===== src/rtl/core/kmw_pkg.sv =====
// shared types and constants of the kruskal maze wall remover
package kmw_pkg;

  // grid geometry
  localparam int Side    = 8;
  localparam int Cells   = Side * Side;
  localparam int AddrW   = $clog2(Cells);
  localparam int LabelW  = 6;
  localparam int MergeW  = 6;
  localparam int CoordW  = 3;

  // stream payload widths
  localparam int InDataW  = 16;
  localparam int OutDataW = 24;

  // request kinds
  localparam logic [1:0] KindRestart = 2'd0;
  localparam logic [1:0] KindKnock   = 2'd1;

  // knock directions
  localparam logic [1:0] DirDown  = 2'd0;
  localparam logic [1:0] DirRight = 2'd1;
  localparam logic [1:0] DirUp    = 2'd2;

  // result status codes
  typedef enum logic [2:0] {
    StKnocked = 3'd0,
    StJoined  = 3'd1,
    StOffGrid = 3'd2,
    StCleared = 3'd3,
    StRead    = 3'd4
  } status_e;

  // one memory word per cell
  typedef struct packed {
    logic [LabelW-1:0] label;
    logic              down;
    logic              right;
  } cell_t;

  localparam int CellW = $bits(cell_t);

endpackage


===== src/rtl/core/kmw_ram.sv =====
// generic single write, single read ram with registered read data
module kmw_ram #(
  parameter int Width = 8,
  parameter int Depth = 64
) (
  input  logic                     clk_i,
  input  logic                     we_i,
  input  logic [$clog2(Depth)-1:0] waddr_i,
  input  logic [Width-1:0]         wdata_i,
  input  logic [$clog2(Depth)-1:0] raddr_i,
  output logic [Width-1:0]         rdata_o
);

  logic [Width-1:0] mem_q [Depth];
  logic [Width-1:0] rdata_q;

  // write port
  always_ff @(posedge clk_i) begin
    if (we_i) begin
      mem_q[waddr_i] <= wdata_i;
    end
  end

  // registered read port
  always_ff @(posedge clk_i) begin
    rdata_q <= mem_q[raddr_i];
  end

  assign rdata_o = rdata_q;

endmodule


===== src/rtl/core/kruskal_maze_wall_remover.sv =====
// kruskal maze wall remover: cell labels and passages in one ram, relabel sweep
//
//  channel   | dir | payload
//  s_axis    | in  | tdata: kind[1:0] row[4:2] col[7:5] direction[9:8]
//  m_axis    | out | tdata: status, remaining, finished, open_down, open_right, cell_set
//
// restart and off-grid knocks go straight to the done state, a read passes
// here, a knock here and there; opening a wall adds the relabel sweep
// over all 64 cell words through the single ram read port, one word a cycle.
// reset and restart reload every cell at once through per-cell valid bits.
// a finished result waits in the output register; the next request is taken
// while it waits, and a stalled output holds the block in its final state.
module kruskal_maze_wall_remover (
  input  logic                         clk_i,
  input  logic                         rst_ni,
  input  logic                         s_axis_tvalid_i,
  output logic                         s_axis_tready_o,
  // kind, row, col, direction from the lowest bit up
  input  logic [kmw_pkg::InDataW-1:0]  s_axis_tdata_i,
  output logic                         m_axis_tvalid_o,
  input  logic                         m_axis_tready_i,
  // status, remaining, finished, open_down, open_right, cell_set from the lowest bit up
  output logic [kmw_pkg::OutDataW-1:0] m_axis_tdata_o
);
  import kmw_pkg::*;

  localparam logic [2:0] S_IDLE  = 3'd0;
  localparam logic [2:0] S_HERE  = 3'd1;
  localparam logic [2:0] S_THERE = 3'd2;
  localparam logic [2:0] S_SWEEP = 3'd3;
  localparam logic [2:0] S_DONE  = 3'd4;

  localparam logic [AddrW-1:0]  LastAddr   = AddrW'(Cells - 1);
  localparam logic [MergeW-1:0] MergeReset = MergeW'(Cells - 1);

  logic [2:0]        state_q, state_d;
  logic [1:0]        kind_q, kind_d;
  logic [AddrW-1:0]  there_q, there_d, wall_q, wall_d;
  logic              wall_down_q, wall_down_d;
  logic [AddrW-1:0]  cnt_q, cnt_d;
  logic [LabelW-1:0] new_lab_q, new_lab_d, old_lab_q, old_lab_d;
  logic [MergeW-1:0] merges_q, merges_d;
  logic [Cells-1:0]  valid_q;
  logic              valid_clr;

  status_e           res_status_q, res_status_d;
  logic              res_down_q, res_down_d, res_right_q, res_right_d;
  logic [LabelW-1:0] res_set_q, res_set_d;

  logic                out_valid_q, out_valid_d;
  logic [OutDataW-1:0] out_data_q, out_data_d;

  logic             ram_we;
  logic [AddrW-1:0] ram_raddr;
  cell_t            ram_wdata;
  logic [CellW-1:0] ram_rdata;
  logic [AddrW-1:0] rd_addr_q;
  logic             rd_valid_q;
  cell_t            rd_word;

  // input fields
  logic [1:0]        in_kind, in_dir;
  logic [CoordW-1:0] in_row, in_col;
  logic [CoordW:0]   row_ext, col_ext;
  logic              in_acc, restart_acc, cell_off, nb_off;
  logic [CoordW:0]   nb_row, nb_col;

  assign in_kind = s_axis_tdata_i[1:0];
  assign in_row  = s_axis_tdata_i[4:2];
  assign in_col  = s_axis_tdata_i[7:5];
  assign in_dir  = s_axis_tdata_i[9:8];
  assign row_ext = {1'b0, in_row};
  assign col_ext = {1'b0, in_col};

  assign s_axis_tready_o = (state_q == S_IDLE);
  assign in_acc          = s_axis_tvalid_i && s_axis_tready_o;
  assign restart_acc     = in_acc && (in_kind == KindRestart);

  function automatic logic [AddrW-1:0] cell_addr(input logic [CoordW:0] r,
                                                 input logic [CoordW:0] c);
    cell_addr = AddrW'(r) * AddrW'(Side) + AddrW'(c);
  endfunction

  // neighbour position and grid checks
  always_comb begin
    nb_row = row_ext;
    nb_col = col_ext;
    nb_off = 1'b0;
    cell_off = (row_ext >= (CoordW+1)'(Side)) || (col_ext >= (CoordW+1)'(Side));
    case (in_dir)
      DirDown: begin
        nb_row = row_ext + 1'b1;
        nb_off = (nb_row >= (CoordW+1)'(Side));
      end
      DirRight: begin
        nb_col = col_ext + 1'b1;
        nb_off = (nb_col >= (CoordW+1)'(Side));
      end
      DirUp: begin
        nb_row = row_ext - 1'b1;
        nb_off = (in_row == '0);
      end
      default: begin
        nb_col = col_ext - 1'b1;
        nb_off = (in_col == '0);
      end
    endcase
  end

  // cells never written since the last clear read as their reset value
  always_comb begin
    if (rd_valid_q) begin
      rd_word = cell_t'(ram_rdata);
    end else begin
      rd_word.label = LabelW'(rd_addr_q);
      rd_word.down  = 1'b0;
      rd_word.right = 1'b0;
    end
  end

  // control sequence
  always_comb begin
    state_d      = state_q;
    kind_d       = kind_q;
    there_d      = there_q;
    wall_d       = wall_q;
    wall_down_d  = wall_down_q;
    cnt_d        = cnt_q;
    new_lab_d    = new_lab_q;
    old_lab_d    = old_lab_q;
    merges_d     = merges_q;
    res_status_d = res_status_q;
    res_down_d   = res_down_q;
    res_right_d  = res_right_q;
    res_set_d    = res_set_q;
    out_valid_d  = out_valid_q;
    out_data_d   = out_data_q;
    valid_clr    = 1'b0;
    ram_we       = 1'b0;
    ram_raddr    = cnt_q + 1'b1;
    ram_wdata    = rd_word;

    if (m_axis_tready_i) begin
      out_valid_d = 1'b0;
    end

    case (state_q)
      S_IDLE: begin
        ram_raddr = cell_addr(row_ext, col_ext);
        if (in_acc) begin
          kind_d      = in_kind;
          there_d     = cell_addr(nb_row, nb_col);
          wall_down_d = (in_dir == DirDown) || (in_dir == DirUp);
          wall_d      = ((in_dir == DirDown) || (in_dir == DirRight)) ?
                        cell_addr(row_ext, col_ext) : cell_addr(nb_row, nb_col);
          res_down_d  = 1'b0;
          res_right_d = 1'b0;
          res_set_d   = '0;
          case (in_kind)
            KindRestart: begin
              valid_clr    = 1'b1;
              merges_d     = MergeReset;
              res_status_d = StCleared;
              state_d      = S_DONE;
            end
            KindKnock: begin
              if (cell_off || nb_off) begin
                res_status_d = StOffGrid;
                state_d      = S_DONE;
              end else begin
                state_d = S_HERE;
              end
            end
            default: begin
              if (cell_off) begin
                res_status_d = StOffGrid;
                state_d      = S_DONE;
              end else begin
                state_d = S_HERE;
              end
            end
          endcase
        end
      end
      S_HERE: begin
        ram_raddr = there_q;
        if (kind_q == KindKnock) begin
          new_lab_d = rd_word.label;
          state_d   = S_THERE;
        end else begin
          res_status_d = StRead;
          res_down_d   = rd_word.down;
          res_right_d  = rd_word.right;
          res_set_d    = rd_word.label;
          state_d      = S_DONE;
        end
      end
      S_THERE: begin
        ram_raddr = '0;
        cnt_d     = '0;
        old_lab_d = rd_word.label;
        if (rd_word.label == new_lab_q) begin
          res_status_d = StJoined;
          state_d      = S_DONE;
        end else begin
          state_d = S_SWEEP;
        end
      end
      S_SWEEP: begin
        // rewrite the word read last cycle while the next one is fetched
        ram_we = 1'b1;
        if (rd_word.label == old_lab_q) begin
          ram_wdata.label = new_lab_q;
        end
        if (rd_addr_q == wall_q) begin
          if (wall_down_q) begin
            ram_wdata.down = 1'b1;
          end else begin
            ram_wdata.right = 1'b1;
          end
        end
        cnt_d = cnt_q + 1'b1;
        if (cnt_q == LastAddr) begin
          if (merges_q != '0) begin
            merges_d = merges_q - 1'b1;
          end
          res_status_d = StKnocked;
          state_d      = S_DONE;
        end
      end
      S_DONE: begin
        if (!out_valid_q || m_axis_tready_i) begin
          out_valid_d = 1'b1;
          out_data_d  = {(OutDataW-18)'(0), res_set_q, res_right_q, res_down_q,
                         (merges_q == '0), merges_q, res_status_q};
          state_d     = S_IDLE;
        end
      end
      default: begin
        state_d = S_IDLE;
      end
    endcase
  end

  // cell memory
  kmw_ram #(
    .Width(CellW),
    .Depth(Cells)
  ) u_cell_ram (
    .clk_i   (clk_i),
    .we_i    (ram_we),
    .waddr_i (rd_addr_q),
    .wdata_i (ram_wdata),
    .raddr_i (ram_raddr),
    .rdata_o (ram_rdata)
  );

  // read address and valid bit follow the ram latency
  always_ff @(posedge clk_i or negedge rst_ni) begin
    if (!rst_ni) begin
      rd_addr_q  <= '0;
      rd_valid_q <= 1'b0;
    end else begin
      rd_addr_q  <= ram_raddr;
      rd_valid_q <= valid_q[ram_raddr] && !valid_clr;
    end
  end

  // per-cell valid bits
  always_ff @(posedge clk_i or negedge rst_ni) begin
    if (!rst_ni) begin
      valid_q <= '0;
    end else if (valid_clr) begin
      valid_q <= '0;
    end else if (ram_we) begin
      valid_q[rd_addr_q] <= 1'b1;
    end
  end

  // control registers
  always_ff @(posedge clk_i or negedge rst_ni) begin
    if (!rst_ni) begin
      state_q     <= S_IDLE;
      merges_q    <= MergeReset;
      out_valid_q <= 1'b0;
    end else begin
      state_q     <= state_d;
      merges_q    <= merges_d;
      out_valid_q <= out_valid_d;
    end
  end

  // payload registers
  always_ff @(posedge clk_i) begin
    kind_q       <= kind_d;
    there_q      <= there_d;
    wall_q       <= wall_d;
    wall_down_q  <= wall_down_d;
    cnt_q        <= cnt_d;
    new_lab_q    <= new_lab_d;
    old_lab_q    <= old_lab_d;
    res_status_q <= res_status_d;
    res_down_q   <= res_down_d;
    res_right_q  <= res_right_d;
    res_set_q    <= res_set_d;
    out_data_q   <= out_data_d;
  end

  assign m_axis_tvalid_o = out_valid_q;
  assign m_axis_tdata_o  = out_data_q;

  // merge count only drops, except on a restart
  assert property (@(posedge clk_i) disable iff (!rst_ni)
    !$past(restart_acc) |-> (merges_q <= $past(merges_q)))
    else $error("merge count rose without a restart");

  // the memory is only written by the relabel sweep
  assert property (@(posedge clk_i) disable iff (!rst_ni)
    ram_we |-> (state_q == S_SWEEP))
    else $error("cell memory written outside the sweep");

  // finished flag agrees with the remaining count
  assert property (@(posedge clk_i) disable iff (!rst_ni)
    m_axis_tvalid_o |-> (m_axis_tdata_o[9] == (m_axis_tdata_o[8:3] == '0)))
    else $error("finished flag disagrees with remaining count");

endmodule


===== config.mk =====
export PLATFORM = sky130hd
export DESIGN_NAME = kruskal_maze_wall_remover
export DESIGN_NICKNAME = d
export VERILOG_FILES = /design/src/rtl/core/kmw_pkg.sv /design/src/rtl/core/kmw_ram.sv /design/src/rtl/core/kruskal_maze_wall_remover.sv
export SDC_FILE = /design/constraint.sdc
export NUM_CORES = 1
export LEC_CHECK = 0
export ABC_CLOCK_PERIOD_IN_PS = 5200
export BUFFER_PORTS_ARGS = -buffer_cell sky130_fd_sc_hd__buf_4
export CAP_MARGIN = 5
export CORE_AREA = 2 2 262 264
export DETAILED_ROUTE_END_ITERATION = 10
export DIE_AREA = 0 0 264 266
export PLACE_DENSITY = 0.62
export REMOVE_ABC_BUFFERS = 1
export SLEW_MARGIN = 5
export SYNTH_ARGS = -nofsm -noshare
export SYNTH_HDL_FRONTEND = slang
export SYNTH_SLANG_ARGS = --single-unit
export TNS_END_PERCENT = 20

===== constraint.sdc =====
create_clock -name clk_i -period 5.2 [get_ports clk_i]
set_input_delay 0.52 -clock clk_i [delete_from_list [all_inputs] [get_ports clk_i]]
set_output_delay 0.52 -clock clk_i [all_outputs]
set_load 0.05 [all_outputs]

==> results.md, run 1 <==
- Io pins: 46
- Worst ir drop on vdd: 0.339 mV
- Post-synth cell types: 69
- Row count: 96
- Worst Setup End Kind: register
- Maxcap violations: 0
- Syn_area_per_cell: 14.6 µm²
- ANT nets after route: 0
- Final Setup Violations: 0
- Worst EP arrival: 4.44 ns
- Final Max Slew Viols: 0
- First-pass GRT wire length: 97600 µm
- CP Max Fanout: 23
- Ys flop type: edfxtp_1
- Reg2Reg Depth: 8
- Clk sinks: 663
- Critical Path RT: 5.70 ns
- Pin count of the biggest net entering global routing: 129
- Critical-path cell list: a21oi_2 > o32ai_1 > or2_0 > buf_4 > nand2_1 > nor2_1 > a31oi_1 > o211ai_1
- Nets: 1912
- CP delay by family, top: simple AND/OR/NAND/NOR gates
- CTS clock-pin slew for the worst setup and hold paths: 0.06 ns
- GPL Wtd Cong: 0.867
- Highest-count cells in the layout ignoring fill and taps: edfxtp_1 (574), nand2_1 (255), nor2_1 (239)
- Max transition margin: 17.2%
- Seq/Total Area, Yosys: 72.5%
- Longest Clk Path Bufs: 3
- Number of H-tree levels: 3
- Starting Density: 39.5%
- GRT Residual Overflow: 0
- CTS tree: built
- Final Critical Period: 3.95 ns
- Post-CTS Resized: 0
- Synthesis-to-layout area growth: 13.2%
- Die extent in x: 264 µm
- Critical path class: register to register
- Non-filler instance count after layout: 2816
- Vias: 15600
- Critical R2R Capture: u_cell_ram.rdata_o[4]
- Pleak: 10.7 nW
- Max Freq: 253 MHz
- Core Area: 0.0677 mm²
- DRC errors left: 0
- CP max stage cell: dfrtp_1
- Worst min-delay path class: input pin to register
- DPL Wire Length: 40100 µm
- Status: complete, no violations
- All-Layer GR Usage: 18.6%
- Total wire length: 65400 µm
- Fin util: 44.8%
- Total negative slack: 0 ns
- Mapped Area: 0.0268 mm²
- #FFs+latches synth: 663
- Hold Path Sink: kind_q[0]
- Number of synthesized flops with an enable pin: 574
- DIE AREA: 0.0702 mm²
- Final period util: 75.9%
- PwrDens: 609 mW/mm²
- RR Startpoint: state_q[0]
- Final worst slack: 1.25 ns
- Violation count after the first detailed-route iteration: 1571
- Pre-CTS setup slack: 1.36 ns
- RSZ-0062 raised after global routing: no
- Worst skew pair latency: 0.60 ns
- Worst path max stage delay: 0.84 ns
- # fillers: 5968
- Commonest non-fill, non-tap cell in the layout: edfxtp_1
- Fraction of layout cells with a size suffix above 1: 12.5%
- Num CTS Buffers: 67
- DR WL/cell: 23.2 µm
- Die Span Y: 266 µm
- Port Buffers: 33
- R2R Setup Slk: 1.25 ns
- Skew final: 0.0239 ns
- Dpl cells: 2693
- YS warnings: 0
- DRT Pass-1 Iters: 6
- Vias in the first global route: 15600
- Slew @ Worst Pin: 1.24 ns
- Crit path from: state_q[0]
- Root buf cell: clkbuf_16
- FFs w/ async S/R, synth: 12.2%
- Hold Path Cell Cnt: 1
- Avg Vias per Cell: 5.54
- Hold Crit Start: s_axis_tdata_i[0]
- Worst path bufs/invs: 1
- Final Hold Vio Count: 0
- N_diodes: 0
- Post-Syn Instances: 1832
- Critical Path Start Type: register
- PnR Total Power: 0.0185 W
- Initial antenna violation count: 0
## metal layers
metal,global-route usage (%),share of wire [%]
met5,0,0
met4,7.51,3.3
met3,3.39,6.8
met2,30.3,48
met1,24.7,42
## timing repair
| item | 4_1_cts | 5_1_grt |
|---|---|---|
| hold buffers | 1 | 0 |
| endpoints found under the hold margin | 5 | 0 |
| buffers inserted | 0 | 0 |
## final cells by class
| cell class | count | area (µm²) | share of cell area, % |
|---|---|---|---|
| inverter | 24 | 91.3 | 0.301 |
| multi-input combinational | 1054 | 6890 | 22.7 |
| clock buffer | 96 | 1910 | 6.31 |
| tap | 882 | 1100 | 3.64 |
| clock inverter | 26 | 309 | 1.02 |
| sequential | 663 | 19400 | 64.1 |
| timing repair buffer | 71 | 586 | 1.93 |
## metrics by stage
| step | hold WS, ns | cell area, µm² |
|---|---|---|
| floorplan | 0.224 | 26300 |
| detailed placement | 0.405 | 28100 |
| CTS | 0.0917 | 30300 |
| global placement | 0.406 | 28100 |
| global route | 0.108 | 30300 |
| finish | 0.121 | 30300 |
## state kept, by name (all words and copies together) (netlist names), 2 cells and up
signal              cells
wall_q                  6
merges_q                6
u_cell_ram.mem_q      512
state_q                 3
there_q                 6
valid_q                64
kind_q                  2
new_lab_q               6
res_set_q               6
cnt_q                   6
old_lab_q               6
m_axis_tdata_o         18
u_cell_ram.rdata_o      8
rd_addr_q               6
res_status_q            3
## Yosys cell counts, types with 8 or more instances
cell | count | area, µm²
o211ai_1 | 16 | 120
a221oi_1 | 9 | 78.8
clkbuf_1 | 45 | 169
nor3_1 | 31 | 155
nand3_1 | 36 | 180
a32oi_1 | 34 | 298
buf_1 | 8 | 30.0
ha_1 | 11 | 138
and3_1 | 22 | 138
edfxtp_1 | 574 | 17200
mux2i_1 | 109 | 1090
a31oi_1 | 25 | 156
a21oi_1 | 40 | 200
nor2_1 | 240 | 901
a22o_1 | 13 | 114
mux4_2 | 42 | 946
nand2_1 | 255 | 957
xor2_1 | 9 | 78.8
xnor2_1 | 25 | 219
buf_4 | 13 | 97.6
o21ai_0 | 23 | 115
nor4_1 | 8 | 50.1
nand4_1 | 11 | 68.8
dfxtp_1 | 8 | 160
buf_2 | 28 | 140
nand3b_1 | 10 | 75.1
dfrtp_1 | 75 | 1880
inv_1 | 20 | 75.1
a32o_1 | 10 | 100
## how the worst max path moves through the flow
| stage | endpoint | slack, ns | depth (start not counted) |
|---|---|---|---|
| after floorplan | u_cell_ram.rdata_o[6] | -0.15 | 8 |
| after global placement | u_cell_ram.rdata_o[5] | 1.38 | 9 |
| after detailed placement | u_cell_ram.rdata_o[7] | 1.36 | 8 |
| after CTS | u_cell_ram.rdata_o[7] | 1.30 | 8 |
| after global routing | u_cell_ram.rdata_o[7] | 0.98 | 8 |
| final | u_cell_ram.rdata_o[4] | 1.25 | 8 |
## power breakdown
part           switching (W)  leakage [nW]  internal [W]
registers           0.000300          6.36       0.00700
clock network        0.00196          1.08       0.00292
logic                0.00434          3.24       0.00196
total                0.00660          10.7        0.0119
## cells by family (layout without fill, tap and decap cells)
logic type      count (synthesis)  after routing  synth area share (%)
flops                         663            663                  72.5
simple gates                  632            632                  9.91
compound gates                214            214                  5.99
mux                           157            157                  7.86
buf+inv                       120            217                  2.05
xor+xnor                       34             34                  1.11
fa+ha+maj                      11             11                 0.514
other cells                     1              6                0.0140
Note: power is estimated with default switching activity, not from simulation.
==> inputs of run 2 (changes only) <==
--- a/config.mk
+++ b/config.mk
@@ -5,13 +5,13 @@
 export SDC_FILE = /design/constraint.sdc
 export NUM_CORES = 1
 export LEC_CHECK = 0
-export ABC_CLOCK_PERIOD_IN_PS = 5200
+export ABC_CLOCK_PERIOD_IN_PS = 3350
 export BUFFER_PORTS_ARGS = -buffer_cell sky130_fd_sc_hd__buf_4
 export CAP_MARGIN = 5
 export CORE_AREA = 2 2 262 264
 export DETAILED_ROUTE_END_ITERATION = 10
 export DIE_AREA = 0 0 264 266
-export PLACE_DENSITY = 0.62
+export PLACE_DENSITY = 0.64
 export REMOVE_ABC_BUFFERS = 1
 export SLEW_MARGIN = 5
 export SYNTH_ARGS = -nofsm -noshare
==> constraint.sdc (replaced) <==
create_clock -name clk_i -period 3.35 [get_ports clk_i]
set_input_delay 0.335 -clock clk_i [delete_from_list [all_inputs] [get_ports clk_i]]
set_output_delay 0.335 -clock clk_i [all_outputs]
set_load 0.05 [all_outputs]
==> run 2 against run 1 <==
Global-route usage rose by 0.24 points. Die area did not move. Final cell count rose by 4.8%. Core utilization is 1.8 points higher. Flip-flop and latch count is the same. Clock power is 54% higher. Clock-buffer cell count down 8. Sequential power rose by 53%. Non-clock buffer count grew 137. Fmax grew 23%. Cell area grew 3.9%.
==> results.md, run 2 (synthesized netlist as in run 1, its figures left out) <==
- Status: complete, no violations (unchanged)
- Vias: 16200 (was 15600)
- Nets: 2049 (was 1912)
- Num CTS Buffers: 67 (unchanged)
- RR Startpoint: rd_valid_q (was state_q[0])
- Root buf cell: clkbuf_16 (unchanged)
- Slew @ Worst Pin: 0.985 ns (was 1.24 ns)
- DRC errors left: 0 (unchanged)
- Pin count of the biggest net entering global routing: 88 (was 129)
- Vias in the first global route: 16100 (was 15600)
- Avg Vias per Cell: 5.48 (was 5.54)
- Highest-count cells in the layout ignoring fill and taps: edfxtp_1 (574), nand2_1 (255), nor2_1 (238) (was edfxtp_1 (574), nand2_1 (255), nor2_1 (239))
- DR WL/cell: 22.4 µm (was 23.2 µm)
- R2R Setup Slk: 0.15 ns (was 1.25 ns)
- Hold Path Cell Cnt: 2 (was 1)
- Maxcap violations: 0 (unchanged)
- Starting Density: 39.5% (unchanged)
- Final Critical Period: 3.20 ns (was 3.95 ns)
- Fraction of layout cells with a size suffix above 1: 18.4% (was 12.5%)
- Critical path class: register to register (unchanged)
- RSZ-0062 raised after global routing: no (unchanged)
- Worst Setup End Kind: register (unchanged)
- Row count: 96 (unchanged)
- Worst EP arrival: 3.62 ns (was 4.44 ns)
- Synthesis-to-layout area growth: 17.7% (was 13.2%)
- Io pins: 46 (unchanged)
- Hold Crit Start: s_axis_tdata_i[5] (was s_axis_tdata_i[0])
- DPL Wire Length: 41800 µm (was 40100 µm)
- Max reg flops: 512 (unchanged)
- GRT Residual Overflow: 0 (unchanged)
- Largest register by flop count: u_cell_ram.mem_q (unchanged)
- Total wire length: 66100 µm (was 65400 µm)
- Max transition margin: 34.2% (was 17.2%)
- GPL Wtd Cong: 0.906 (was 0.867)
- Critical Path Start Type: register (unchanged)
- Hold Path Sink: there_q[0] (was kind_q[0])
- Final Hold Vio Count: 0 (unchanged)
- Worst min-delay path class: input pin to register (unchanged)
- Critical R2R Capture: u_cell_ram.mem_q[25][4] (was u_cell_ram.rdata_o[4])
- Number of H-tree levels: 3 (unchanged)
- Clk sinks: 663 (unchanged)
- Reg2Reg Depth: 8 (unchanged)
- Pleak: 11.4 nW (was 10.7 nW)
- Core Area: 0.0677 mm² (unchanged)
- DRT Pass-1 Iters: 7 (was 6)
- PwrDens: 941 mW/mm² (was 609 mW/mm²)
- Die Span Y: 266 µm (unchanged)
- Port Buffers: 33 (unchanged)
- Final Max Slew Viols: 0 (unchanged)
- WHS: 0.117 ns (was 0.121 ns)
- Final period util: 95.6% (was 75.9%)
- Worst skew pair latency: 0.60 ns (about the same)
- Final Setup Violations: 0 (unchanged)
- Fin util: 46.5% (was 44.8%)
- Initial antenna violation count: 2 (was 0)
- Worst path max stage delay: 0.75 ns (was 0.84 ns)
- Longest Clk Path Bufs: 3 (unchanged)
- Worst ir drop on vdd: 0.671 mV (was 0.339 mV)
- Total negative slack: 0 ns (unchanged)
- CTS tree: built (unchanged)
- N_diodes: 0 (unchanged)
- CP Max Fanout: 36 (was 23)
- CP max stage cell: a21oi_4 (was dfrtp_1)
- CTS clock-pin slew for the worst setup and hold paths: 0.07 ns (was 0.06 ns)
- Critical Path RT: 3.77 ns (was 5.70 ns)
- Commonest non-fill, non-tap cell in the layout: edfxtp_1 (unchanged)
- Skew final: 0.0260 ns (was 0.0239 ns)
- First-pass GRT wire length: 98900 µm (was 97600 µm)
- Max Freq: 312 MHz (was 253 MHz)
- DIE AREA: 0.0702 mm² (unchanged)
- All-Layer GR Usage: 18.8% (was 18.6%)
- Critical-path cell list: mux2i_1 > xnor2_1 > nor4_1 > nand4_1 > buf_4 > nor2_1 > a21oi_4 > buf_12 (was a21oi_2 > o32ai_1 > or2_0 > buf_4 > nand2_1 > nor2_1 > a31oi_1 > o211ai_1)
- ANT nets after route: 0 (unchanged)
- Violation count after the first detailed-route iteration: 1888 (was 1571)
- Die extent in x: 264 µm (unchanged)
==> run 2: worst max-delay path by stage <==
stage | from | endpoint | slack (ns)
final | rd_valid_q | u_cell_ram.mem_q[25][4] | 0.15
after global routing | rd_valid_q | u_cell_ram.mem_q[30][4] | 0.001
after CTS | cnt_q[1] | u_cell_ram.rdata_o[6] | 0.08
after detailed placement | cnt_q[1] | u_cell_ram.rdata_o[6] | 0.1
after global placement | cnt_q[1] | u_cell_ram.rdata_o[6] | 0.15
after floorplan | state_q[0] | u_cell_ram.rdata_o[6] | -2.00
==> run 2: critical path, delay by kind of cell, from the launching register on <==
family,cells,cell delay [ns]
xor gates and xnor gates,1,0.18
AOI/OAI and AO/OA,1,0.75
muxes,1,0.54
DFF,1,0.64
buffers and inverters,2,0.55
and+or+nand+nor,3,0.34
==> run 2: final cells by class <==
class | count | area, µm²
clock buffers | 88 | 1870
clock inverters | 33 | 344
fillers | 5857 | 36200
inverters | 24 | 91.3
multi-input cells | 1054 | 6900
flip-flops and latches | 663 | 19400
well taps | 882 | 1100
repair buffers | 208 | 1770
==> run 2: per-stage QoR <==
| step | worst slack (ns) | total power [W] | area [µm²] | cells |
|---|---|---|---|---|
| after global routing | 0.00125 | 0.0309 | 31500 | 2952 |
| after global placement | 0.149 | 0.0220 | 29200 | 2827 |
| after detailed placement | 0.0952 | 0.0222 | 29200 | 2827 |
| final | 0.147 | 0.0297 | 31500 | 2952 |
| after floorplan | -2.00 | 0.0174 | 26300 | 1741 |
| after CTS | 0.0752 | 0.0297 | 31500 | 2952 |
==> run 2: timing repair <==
action                     CTS  global route
hold buffers                 4             0
setup buffers                0             0
hold endpoints to repair    34             0
setup endpoints to repair    0             5
gates resized for setup      0             3
==> run 2: power by group <==
part / total (W) / internal (W) / switching (W)
Combinational: 0.0110 / 0.00387 / 0.00710
Clock: 0.00753 / 0.00448 / 0.00305
Sequential: 0.0112 / 0.0108 / 0.000316
Total: 0.0297 / 0.0192 / 0.0105
==> run 2: routing by layer <==
metal / vias up / track usage, % / share of wire (%)
li1: 7239 / - / -
met1: 8126 / 24.5 / 40
met2: 652 / 31.1 / 48
met3: 142 / 3.38 / 7.8
met4: 4 / 8.26 / 3.8
met5: - / 0 / 0.041
